## src/rtl/audio_linear_fade_in_defines.svh

```systemverilog
// Assertion macros for the fade-in block. They sample on clk and are
// disabled while arst_n is low.
`ifndef AUDIO_LINEAR_FADE_IN_DEFINES_SVH
`define AUDIO_LINEAR_FADE_IN_DEFINES_SVH

// Same-cycle implication
`define ALFI_ASSERT_IMP(label, ante, cons) \
	label: assert property (@(posedge clk) disable iff (!arst_n) (ante) |-> (cons)) \
		else $error("fade-in check failed");

// Next-cycle implication
`define ALFI_ASSERT_NXT(label, ante, cons) \
	label: assert property (@(posedge clk) disable iff (!arst_n) (ante) |=> (cons)) \
		else $error("fade-in check failed");

`endif

```

## src/rtl/alfi_pkg.sv

```systemverilog
package alfi_pkg;

	localparam int SAMPLE_W   = 32;
	localparam int CFG_DATA_W = 4;
	localparam int CFG_IDX_W  = 2;

	// register indexes of the configuration port
	typedef enum logic [CFG_IDX_W-1:0] {
		CFG_CHANNEL_COUNT     = 2'd0,
		CFG_SAMPLE_WIDTH_MODE = 2'd1
	} cfg_idx_t;

	// sample width modes
	localparam logic MODE_16 = 1'b0;
	localparam logic MODE_32 = 1'b1;

	localparam logic [CFG_DATA_W-1:0] CHANNEL_COUNT_RST = 4'd2;

	// gain is held as a fraction with this many bits below the point
	localparam int GAIN_FRAC_W = 32;
	localparam int GAIN_W      = GAIN_FRAC_W + 1;

endpackage

```

## src/rtl/alfi_in_if.sv

```systemverilog
interface alfi_in_if;
	logic                                valid;
	logic                                ready;
	logic                                start_fade;
	logic signed [alfi_pkg::SAMPLE_W-1:0] sample_in;

	modport source (output valid, start_fade, sample_in, input ready);
	modport sink   (input valid, start_fade, sample_in, output ready);
endinterface

```

## src/rtl/alfi_out_if.sv

```systemverilog
interface alfi_out_if;
	logic                                valid;
	logic                                ready;
	logic signed [alfi_pkg::SAMPLE_W-1:0] sample_out;
	logic                                fade_active;

	modport source (output valid, sample_out, fade_active, input ready);
	modport sink   (input valid, sample_out, fade_active, output ready);
endinterface

```

## src/rtl/audio_linear_fade_in.sv

```systemverilog
// Linear fade-in for an interleaved integer PCM stream.
// in_ch carries one sample per item with a start_fade flag; a set flag marks
// the first channel of a frame and starts a fade of FADE_FRAMES frames.
// out_ch returns one item per input item, in order: the faded sample and
// fade_active, set while the frame gain k/FADE_FRAMES is below unity.
// Both channels are valid/ready; an item moves when both are high.
// Configuration (channel count, 16/32-bit mode) is written through cfg_we/cfg_index/
// cfg_data; the user must write it only while no item is in flight (not enforced).
// A result passes the input register, two multiplier stages and the correction
// into the output register. Throughput: one item per clock through the
// four-stage pipeline while out_ch.ready is high; the frame gain is kept
// as an exact running fraction so no stage divides.
// A stalled receiver holds the output register; upstream stages keep filling
// any empty slot behind it, so in_ch.ready only drops once all four stages
// are full.
// Reset clears the pipeline, ends any fade (samples pass unchanged), sets
// two channels and 16-bit mode.
`include "audio_linear_fade_in_defines.svh"

module audio_linear_fade_in #(
	parameter int FADE_FRAMES  = 256,
	parameter int MAX_CHANNELS = 8
) (
	input  logic                                 clk,
	input  logic                                 arst_n,
	alfi_in_if.sink                              in_ch,
	alfi_out_if.source                           out_ch,
	input  logic                                 cfg_we,
	input  logic [alfi_pkg::CFG_IDX_W-1:0]       cfg_index,
	input  logic [alfi_pkg::CFG_DATA_W-1:0]      cfg_data
);

	localparam int SW      = alfi_pkg::SAMPLE_W;
	localparam int GW      = alfi_pkg::GAIN_W;
	localparam int FW      = alfi_pkg::GAIN_FRAC_W;
	localparam int LEFT_W  = $clog2(FADE_FRAMES + 1);
	localparam int POS_W   = (MAX_CHANNELS > 1) ? $clog2(MAX_CHANNELS) : 1;
	localparam int CNT_W   = ($clog2(MAX_CHANNELS + 1) > alfi_pkg::CFG_DATA_W) ?
	                         $clog2(MAX_CHANNELS + 1) : alfi_pkg::CFG_DATA_W;
	localparam int PROD_W  = SW + LEFT_W;
	localparam int AG_W    = SW + GW;

	// gain of frame k is floor(k * 2^32 / F) plus a remainder below F
	localparam logic [GW-1:0]     GAIN_STEP     = GW'((64'd1 << FW) / FADE_FRAMES);
	localparam logic [LEFT_W-1:0] GAIN_STEP_REM = LEFT_W'((64'd1 << FW) % FADE_FRAMES);
	localparam logic [LEFT_W-1:0] FRAMES        = LEFT_W'(FADE_FRAMES);
	localparam logic [LEFT_W-1:0] FRAMES_M1     = LEFT_W'(FADE_FRAMES - 1);
	localparam logic [LEFT_W-1:0] FRAMES_P1     = LEFT_W'(FADE_FRAMES + 1);
	localparam logic [LEFT_W:0]   FRAMES_X      = (LEFT_W + 1)'(FADE_FRAMES);
	localparam logic [PROD_W-1:0] FRAMES_P      = PROD_W'(FADE_FRAMES);
	localparam logic [PROD_W-1:0] TWO_FRAMES    = PROD_W'(2 * FADE_FRAMES);
	localparam logic [CNT_W-1:0]  MAX_CH        = CNT_W'(MAX_CHANNELS);

	// configuration registers
	logic [alfi_pkg::CFG_DATA_W-1:0] chan_cnt_q;
	logic                            mode_q;

	// fade state
	logic [LEFT_W-1:0] left_q;
	logic [POS_W-1:0]  pos_q;
	logic [GW-1:0]     gain_q;
	logic [LEFT_W-1:0] grem_q;

	// handshake
	logic vld_s1, vld_s2, vld_s3, vld_s4;
	logic rdy_s1, rdy_s2, rdy_s3, rdy_s4;
	logic accept;

	// front-end combinational signals
	logic [CNT_W-1:0]  cnt_ext, eff_cnt;
	logic [LEFT_W-1:0] left_cur, k_cur;
	logic [POS_W-1:0]  pos_cur;
	logic [GW-1:0]     gain_cur;
	logic [LEFT_W-1:0] grem_cur;
	logic [LEFT_W:0]   grem_sum;
	logic              frame_end, fading, gain_below_unity;
	logic [SW-1:0]     samp_ext, samp_mag;

	// stage 1: captured item
	logic [SW-1:0]     samp_s1, mag_s1;
	logic              neg_s1, fade_s1, act_s1;
	logic [LEFT_W-1:0] k_s1;
	logic [GW-1:0]     gain_s1;

	// stage 2: products
	logic [AG_W-1:0]   ag_prod;
	logic [SW-1:0]     samp_s2, y_s2;
	logic [PROD_W-1:0] ak_s2;
	logic              neg_s2, fade_s2, act_s2;

	// stage 3: quotient estimate and its back-product
	logic [SW-1:0]     samp_s3, y_s3;
	logic [PROD_W-1:0] ak_s3, yf_s3;
	logic              neg_s3, fade_s3, act_s3;

	// output stage
	logic [PROD_W-1:0] rem_s3;
	logic [SW-1:0]     q_s3, res_s3;
	logic [SW-1:0]     out_s4;
	logic              act_s4;

	// ---------------- configuration ----------------
	always_ff @(posedge clk or negedge arst_n) begin
		if (!arst_n) begin
			chan_cnt_q <= alfi_pkg::CHANNEL_COUNT_RST;
			mode_q     <= alfi_pkg::MODE_16;
		end else if (cfg_we) begin
			// indexes past the register list are dropped
			if (cfg_index == alfi_pkg::CFG_CHANNEL_COUNT) begin
				chan_cnt_q <= cfg_data;
			end else if (cfg_index == alfi_pkg::CFG_SAMPLE_WIDTH_MODE) begin
				mode_q <= cfg_data[0];
			end
		end
	end

	// ---------------- handshake ----------------
	// Each stage takes a new item when it is empty or its content moves on.
	assign rdy_s4      = !vld_s4 || out_ch.ready;
	assign rdy_s3      = !vld_s3 || rdy_s4;
	assign rdy_s2      = !vld_s2 || rdy_s3;
	assign rdy_s1      = !vld_s1 || rdy_s2;
	assign in_ch.ready = rdy_s1;
	assign accept      = in_ch.valid && rdy_s1;

	// ---------------- frame tracking and gain ----------------
	always_comb begin
		// zero channels act as one, too many clamp to the maximum
		cnt_ext = CNT_W'(chan_cnt_q);
		if (cnt_ext == '0) begin
			eff_cnt = CNT_W'(1);
		end else if (cnt_ext > MAX_CH) begin
			eff_cnt = MAX_CH;
		end else begin
			eff_cnt = cnt_ext;
		end

		// a start flag reloads the fade and restarts the frame
		if (in_ch.start_fade) begin
			left_cur = FRAMES;
			pos_cur  = '0;
			gain_cur = GAIN_STEP;
			grem_cur = GAIN_STEP_REM;
		end else begin
			left_cur = left_q;
			pos_cur  = pos_q;
			gain_cur = gain_q;
			grem_cur = grem_q;
		end

		fading           = (left_cur != '0);
		gain_below_unity = (left_cur > LEFT_W'(1));
		k_cur            = FRAMES_P1 - left_cur;
		// a position left past a shrunken count also ends the frame
		frame_end        = ((CNT_W'(pos_cur) + CNT_W'(1)) >= eff_cnt);
		grem_sum         = {1'b0, grem_cur} + {1'b0, GAIN_STEP_REM};

		if (mode_q == alfi_pkg::MODE_32) begin
			samp_ext = in_ch.sample_in;
		end else begin
			samp_ext = {{(SW - 16){in_ch.sample_in[15]}}, in_ch.sample_in[15:0]};
		end
		samp_mag = samp_ext[SW-1] ? (~samp_ext + SW'(1)) : samp_ext;
	end

	always_ff @(posedge clk or negedge arst_n) begin
		if (!arst_n) begin
			left_q <= '0;
			pos_q  <= '0;
			gain_q <= '0;
			grem_q <= '0;
		end else if (accept) begin
			pos_q <= frame_end ? '0 : (pos_cur + POS_W'(1));
			if (frame_end && fading) begin
				// advance to the next frame's gain, carrying the remainder
				left_q <= left_cur - LEFT_W'(1);
				if (grem_sum >= FRAMES_X) begin
					grem_q <= LEFT_W'(grem_sum - FRAMES_X);
					gain_q <= gain_cur + GAIN_STEP + GW'(1);
				end else begin
					grem_q <= grem_sum[LEFT_W-1:0];
					gain_q <= gain_cur + GAIN_STEP;
				end
			end else begin
				left_q <= left_cur;
				gain_q <= gain_cur;
				grem_q <= grem_cur;
			end
		end
	end

	// ---------------- pipeline valids ----------------
	always_ff @(posedge clk or negedge arst_n) begin
		if (!arst_n) begin
			vld_s1 <= 1'b0;
			vld_s2 <= 1'b0;
			vld_s3 <= 1'b0;
			vld_s4 <= 1'b0;
		end else begin
			if (rdy_s1) vld_s1 <= in_ch.valid;
			if (rdy_s2) vld_s2 <= vld_s1;
			if (rdy_s3) vld_s3 <= vld_s2;
			if (rdy_s4) vld_s4 <= vld_s3;
		end
	end

	// ---------------- stage 1: capture ----------------
	always_ff @(posedge clk) begin
		if (accept) begin
			samp_s1 <= samp_ext;
			mag_s1  <= samp_mag;
			neg_s1  <= samp_ext[SW-1];
			fade_s1 <= fading;
			act_s1  <= fading && gain_below_unity;
			k_s1    <= k_cur;
			gain_s1 <= gain_cur;
		end
	end

	// ---------------- stage 2: |s| * gain and |s| * k ----------------
	assign ag_prod = AG_W'(mag_s1) * AG_W'(gain_s1);

	always_ff @(posedge clk) begin
		if (rdy_s2 && vld_s1) begin
			samp_s2 <= samp_s1;
			neg_s2  <= neg_s1;
			fade_s2 <= fade_s1;
			act_s2  <= act_s1;
			// estimate is floor(|s| * k / F) or one below it
			y_s2    <= ag_prod[FW +: SW];
			ak_s2   <= PROD_W'(mag_s1) * PROD_W'(k_s1);
		end
	end

	// ---------------- stage 3: estimate * F ----------------
	always_ff @(posedge clk) begin
		if (rdy_s3 && vld_s2) begin
			samp_s3 <= samp_s2;
			neg_s3  <= neg_s2;
			fade_s3 <= fade_s2;
			act_s3  <= act_s2;
			y_s3    <= y_s2;
			ak_s3   <= ak_s2;
			yf_s3   <= PROD_W'(y_s2) * FRAMES_P;
		end
	end

	// ---------------- output: correct, restore sign ----------------
	always_comb begin
		rem_s3 = ak_s3 - yf_s3;
		q_s3   = y_s3 + SW'(rem_s3 >= FRAMES_P);
		res_s3 = neg_s3 ? (~q_s3 + SW'(1)) : q_s3;
	end

	always_ff @(posedge clk) begin
		if (rdy_s4 && vld_s3) begin
			// outside a fade the sample passes unchanged
			out_s4 <= fade_s3 ? res_s3 : samp_s3;
			act_s4 <= act_s3;
		end
	end

	assign out_ch.valid       = vld_s4;
	assign out_ch.sample_out  = out_s4;
	assign out_ch.fade_active = act_s4;

	// ---------------- checks ----------------
	`ALFI_ASSERT_IMP(a_quot_err_bound, vld_s3 && fade_s3, rem_s3 < TWO_FRAMES)
	`ALFI_ASSERT_NXT(a_start_loads, accept && in_ch.start_fade, left_q >= FRAMES_M1)
	`ALFI_ASSERT_IMP(a_pos_bound, 1'b1, CNT_W'(pos_q) < MAX_CH)

endmodule

```

## src/flat_wrapper.sv

```systemverilog
// flat-port wrapper written by rule: the top's interface ports become plain ports
module audio_linear_fade_in_flat 
#(
	parameter int FADE_FRAMES  = 256,
	parameter int MAX_CHANNELS = 8
)
  (clk, arst_n, cfg_we, cfg_index, cfg_data, in_ch_valid, in_ch_start_fade, in_ch_sample_in, in_ch_ready, out_ch_valid, out_ch_sample_out, out_ch_fade_active, out_ch_ready);
  alfi_in_if in_ch_i ();
  alfi_out_if out_ch_i ();
  input  logic clk;
  input  logic arst_n;
  input  logic cfg_we;
  input  logic [alfi_pkg::CFG_IDX_W-1:0] cfg_index;
  input  logic [alfi_pkg::CFG_DATA_W-1:0] cfg_data;
  input wire logic [$bits(in_ch_i.valid)-1:0] in_ch_valid;
  input wire logic [$bits(in_ch_i.start_fade)-1:0] in_ch_start_fade;
  input wire logic [$bits(in_ch_i.sample_in)-1:0] in_ch_sample_in;
  output wire logic [$bits(in_ch_i.ready)-1:0] in_ch_ready;
  output wire logic [$bits(out_ch_i.valid)-1:0] out_ch_valid;
  output wire logic [$bits(out_ch_i.sample_out)-1:0] out_ch_sample_out;
  output wire logic [$bits(out_ch_i.fade_active)-1:0] out_ch_fade_active;
  input wire logic [$bits(out_ch_i.ready)-1:0] out_ch_ready;
  assign in_ch_i.valid = in_ch_valid;
  assign in_ch_i.start_fade = in_ch_start_fade;
  assign in_ch_i.sample_in = in_ch_sample_in;
  assign in_ch_ready = in_ch_i.ready;
  assign out_ch_valid = out_ch_i.valid;
  assign out_ch_sample_out = out_ch_i.sample_out;
  assign out_ch_fade_active = out_ch_i.fade_active;
  assign out_ch_i.ready = out_ch_ready;
  audio_linear_fade_in #(.FADE_FRAMES(FADE_FRAMES), .MAX_CHANNELS(MAX_CHANNELS)) u_core (.clk(clk), .arst_n(arst_n), .in_ch(in_ch_i), .out_ch(out_ch_i), .cfg_we(cfg_we), .cfg_index(cfg_index), .cfg_data(cfg_data));
endmodule
```

## config.mk

```make
export PLATFORM = sky130hd
export DESIGN_NAME = audio_linear_fade_in_flat
export DESIGN_NICKNAME = d
export VERILOG_FILES = /design/src/rtl/alfi_pkg.sv /design/src/rtl/alfi_in_if.sv /design/src/rtl/alfi_out_if.sv /design/src/rtl/audio_linear_fade_in.sv /design/src/flat_wrapper.sv
export VERILOG_INCLUDE_DIRS = /design/src /design/src/rtl
export SDC_FILE = /design/constraint.sdc
export NUM_CORES = 2
export LEC_CHECK = 0
export ABC_CLOCK_PERIOD_IN_PS = 14600
export BUFFER_PORTS_ARGS = -buffer_cell sky130_fd_sc_hd__buf_2
export CAP_MARGIN = 20
export CORE_UTILIZATION = 70
export DETAILED_ROUTE_END_ITERATION = 10
export PLACE_DENSITY = 0.87
export SYNTH_ARGS = -nofsm -noshare
export SYNTH_HDL_FRONTEND = slang
export SYNTH_SLANG_ARGS = --single-unit
export TNS_END_PERCENT = 100
```

## constraint.sdc

```tcl
create_clock -name clk -period 14.6 [get_ports clk]
set_input_delay 0.73 -clock clk [delete_from_list [all_inputs] [get_ports clk]]
set_output_delay 0.73 -clock clk [all_outputs]
set_load 0.01 [all_outputs]
```

-- Word-level counts from Yosys, hierarchy flattened
Index checks and enable logic that the tools add are counted.
- bits in registers: 421
- bits of input ports: 44
- output and inout bits: 35
- add/subtract/negate cells: 11
- multipliers: 2
- magnitude comparators: 5
- eq/ne operators: 1
- multiplexer cells: 16
- bitwise gates (word level): 3
- reductions and logical operators: 19
- operators by type and width (operator ; count):
    2-to-1 mux 33 bit ; 3
    2-to-1 mux 32 bit ; 3
    adder 32 x 1 -> 32 bit (second input constant) ; 2
    multiplier 32 x 33 -> 64 bit ; 1
    NOT 32 bit ; 2
    2-to-1 mux 9 bit ; 5
    >= comparator 41 x 9 -> 1 bit (second input constant) ; 1
    multiplier 32 x 9 -> 41 bit ; 1
    subtractor 41 x 40 -> 41 bit ; 1
    adder 33 x 1 -> 33 bit (second input constant) ; 1
    adder 33 x 25 -> 33 bit (second input constant) ; 1
    adder 32 x 1 -> 32 bit ; 1
    2-to-1 mux 31 bit ; 1
    >= comparator 9 bit (second input constant) ; 1
    > comparator 9 x 1 -> 1 bit (second input constant) ; 1
    nonzero test 9 bit ; 1
    subtractor 9 x 1 -> 9 bit (second input constant) ; 1
    subtractor 9 bit (first input constant) ; 1
    subtractor 9 bit (second input constant) ; 1
    2-to-1 mux 4 bit ; 2
    logical AND 1 bit ; 6
    2-to-1 mux 3 bit ; 2
    adder 3 x 1 -> 4 bit (second input constant) ; 1
    >= comparator 4 bit ; 1
    10 further kinds ; 16

-- Longest topological paths before layout
- depth in word-level cells: 7
- depth in mapped cells: 29
- depth with buffers taken out: 28

-- Least setup slack after synthesis
No wires, ideal clock.
- path type: reg2reg
- start point: reg u_core.mag_s1[2]
- end point: reg u_core.y_s2[31] (data pin)
- arrival: 7.423 ns
- required time: 14.393 ns
- slack: 6.970 ns
- cell stages (with the launch flop): 28
- cell sequence: edfxtp_1 clkbuf_1 and2_1 fa_1 inv_1 fa_1 fa_1 fa_1 inv_1 fa_1 inv_1 fa_1 inv_1 fa_1 inv_1 fa_1 inv_1 ha_1 a21o_1 a21o_1 a2111oi_0 a21bo_2 a211oi_1 o2111ai_1 a21boi_1 o311a_1 and4_1 a2111oi_0
- cells in the longest elaborated chain, start to end: 1
- ends and longest elaborated chain (what ; RTL line ; text):
    from (decl) ; audio_linear_fade_in.sv:80 ; logic [SW-1:0] samp_s1, mag_s1;
    from (signal assigned) ; audio_linear_fade_in.sv:211 ; mag_s1 <= samp_mag;
    multiplier 32 x 33 -> 64 bit ; audio_linear_fade_in.sv:221 ; assign ag_prod = AG_W'(mag_s1) * AG_W'(gain_s1);
    named net u_core.ag_prod[63] ; audio_linear_fade_in.sv:86 ; logic [AG_W-1:0] ag_prod;
    to (signal assigned) ; audio_linear_fade_in.sv:230 ; y_s2 <= ag_prod[FW +: SW];
    to (decl) ; audio_linear_fade_in.sv:87 ; logic [SW-1:0] samp_s2, y_s2;
The timed path passes the listed nets, and every way through them passes these cells.
A chain may end at the register's enable or synchronous reset.

-- Final worst setup path
- start point: reg u_core.gain_s1[15]
- end point: reg u_core.y_s2[31] (data pin)
- cells in the longest elaborated chain, start to end: 1
- ends and longest elaborated chain (what ; RTL line ; text):
    from (decl) ; audio_linear_fade_in.sv:83 ; logic [GW-1:0] gain_s1;
    from (signal assigned) ; audio_linear_fade_in.sv:216 ; gain_s1 <= gain_cur;
    multiplier 32 x 33 -> 64 bit ; audio_linear_fade_in.sv:221 ;
    named net u_core.ag_prod[63] ; audio_linear_fade_in.sv:86 ;
The timed path passes the listed nets, and every way through them passes these cells.

==> results.cfg <==
[finish]
final_cell_count_no_fill = 7229
area_growth_pct = 4.673
layout_commonest_cell = inv_1
nNetsFinal = 7602
final_layout_size_suffix_gt1_share_pct = 4.793
layout_common_cells = 1194 x inv_1, 1136 x fa_1, 959 x nand2_1
postLayoutCellArea_um2 = 62700

[clock_tree]
number_of_clock_buffers_inserted_by_tritoncts = 44
clock_latency_ns = 0.63
cts_post_setup_buffers_inserted = 0
cts_hold_buf = 0
clk_path_buf_depth = 3
cts_resized = 0
cts.root.buffer_cell = clkbuf_16
clk_pin_slew_worst_paths_ns = 0.06
tritoncts = done
h-tree-depth = 2
num_clock_sinks = 393

[timing]
report.final.setup_viol = 0
achievable-frequency_ghz = 0.1082
unrepaired_setup_endpoints_after_global_routing = false
final.period_utilization_pct = 63.28
holdWs_ns = 0.2542
finClkSkew_ns = 0.05152
final.setup.tns_ns = 0
finalCriticalPeriod_ns = 9.239
max_slew_headroom_pct = 24.62
finalMaxSlewViolations = 0
timing.final.hold_violations = 0
worst_pin_slew_ns = 1.131

[synthesis]
synth.largest_area_cell = fa_1
primary_ff_master_synth = edfxtp_1
number_of_synthesized_flops_with_an_enable_pin = 338
synth_top_area_share_pct = 37.97
syn_area_per_cell_um2 = 9.714
synth_warnings = 0
synth.ff_latch_count = 393
synth.cell_area_um2 = 59900
netlist_instances = 6166
synth_cell_types = 89
synth_sequential_area_ratio_pct = 19.25
post_synth_main_area_contributors = fa_1 38%, edfxtp_1 17%, ha_1 7.6%, inv_1 7.5%, and2_1 6.3%
number_of_nets_produced_by_synthesis = 7709
synth_async_sr_flop_share_pct = 13.99

[critical_path]
worst_r2r_startpoint = u_core.gain_s1[15]
crit_end = u_core.y_s2[31]
start_point_of_the_critical_path = u_core.gain_s1[15]
number_of_cells_on_the_worst_reg_to_reg_path = 27
cp_data_required_time_ns = 14.97
critPathMaxFanout = 17
critPathSlowestCell = edfxtp_1
critical-path-max-stage-delay_ns = 0.78
arrival_ns = 9.61
cpMostUsedCell = fa_1
worstSetupStartpointType = flop
critPathCaptureType = flop
reg2reg_slack_ns = 5.36
timing.setup.critical_path_class = reg -> reg
r2r_end = u_core.y_s2[31]

[floorplan]
fp.dieArea_um2 = 86740
placement_rows = 106
floorplan.initialDensity_pct = 71.12
fp.coreArea_um2 = 84220
io_pins = 79
die_height_um = 294.5
die-width_um = 294.5

[place]
io_buffer_count = 78
place_congestion = 0.9781
placed_cells_incl_taps = 7146
dpl_cell_area_um2 = 61150
dpl.hpwl_um = 116400

[detailed_routing]
ant_nets = 0
routed_wl_um = 159200
dr.pass1.iters = 9
via_per_inst = 6.163
wire_per_inst_um = 22.03
dr_total_vias = 44550
drc_violation_total_after_the_first_tritonroute_iteration = 4761
residual_drc = 0

[grt]
grt_max_degree = 69
global_route_wire_length_before_repair_um = 254900
gr-usage-all-layers_pct = 38.41
antenna_found_initial = 4
grt_pass1_vias = 48150
globalRoute.totalOverflow = 0

[min_path]
hp-class = in -> async

[outcome]
status = complete, no violations

[job]
drv_cap = 0
==> synthesized netlist by cell type, drive strengths merged (9+ instances only) <==
cell / instances
nand2b: 25
a211oi: 20
edfxtp: 338
xnor2: 142
buf: 16
nand2: 960
nand3b: 15
and4: 9
mux2: 32
o21bai: 14
ha: 363
o211ai: 13
a21o: 66
and2: 601
clkbuf: 302
xor2: 62
o31ai: 14
inv: 1195
nor3: 52
a31oi: 14
nand3: 72
o21ai: 92
dfrtp: 54
nor2b: 59
fa: 1136
o21a: 16
or3: 17
and3: 31
nor2: 122
nand4: 36
nor4: 16
a21oi: 143
==> critical path: cells and delay by family (launching register included) <==
kind / cells / cell delay [ns]
fa+ha+maj: 9 / 4.20
flops: 1 / 0.78
simple gates: 5 / 0.75
compound gates: 6 / 2.52
buf+inv: 7 / 0.71
==> how the worst min path moves through the flow <==
stage | slack [ns] | start | cells past startpoint | endpoint
3_5_place_dp | 0.40 | u_core.samp_s1[26] | 0 | u_core.samp_s2[26]
6_report | 0.25 | arst_n | 2 | u_core.gain_q[19]
2_1_floorplan | 0.40 | u_core.act_s1 | 0 | u_core.act_s2
4_1_cts | 0.24 | arst_n | 2 | u_core.gain_q[21]
3_3_place_gp | 0.40 | u_core.samp_s2[18] | 0 | u_core.samp_s3[18]
5_1_grt | 0.30 | in_ch_valid | 2 | u_core.vld_s1
==> sequential cells by signal, summed over array words and instances (netlist names), 3 cells and up <==
register	flops
u_core.samp_s1	30
u_core.samp_s3	31
u_core.out_ch.sample_out	32
u_core.k_s1	9
u_core.pos_q	3
u_core.gain_q	33
u_core.ak_s2	33
u_core.y_s2	32
u_core.samp_s2	31
u_core.y_s3	32
u_core.ak_s3	33
u_core.chan_cnt_q	4
u_core.gain_s1	33
u_core.left_q	9
u_core.mag_s1	32
==> cell families (layout without fill, tap and decap cells) <==
kind of cell / Yosys count / count (layout) / share of synthesized area, %
mux: 40 / 40 / 0.7353
buf+inv: 1513 / 1439 / 9.527
compound gates: 470 / 470 / 5.076
other cells: 0 / 3 / 0
xor+xnor: 204 / 204 / 2.983
fa+ha+maj: 1499 / 1499 / 45.55
flops: 393 / 393 / 19.25
simple gates: 2047 / 2047 / 16.88
==> per-stage QoR <==
| stage | worst slack, ns | utilization [%] |
|---|---|---|
| 5_1_grt | 5.106 | 74.44 |
| 3_3_place_gp | 5.918 | 72.60 |
| 3_5_place_dp | 5.580 | 72.60 |
| 2_1_floorplan | 6.970 | - |
| 4_1_cts | 5.549 | 74.40 |
| 6_report | 5.361 | 74.45 |
==> final cells by class <==
class	count	area, um^2
repair buffers	165	1064
flip-flops and latches	393	11530
fillers	5459	21520
diodes	3	7.507
well taps	1134	1419
inverters	1195	4488
clock buffers	54	1159
clock inverters	25	356.6
multi-input cells	4260	42680
==> routing by layer <==
layer,routed length (um),vias up,global-route usage [%]
li1,-,18630,-
met1,55070,22090,48.58
met2,75580,3037,61.84
met3,19040,800,9.260
met4,9533,2,19.99
met5,13,-,0
Power is not shown: default switching activity piles up to over one toggle a cycle in this logic, so the estimate is an artifact.
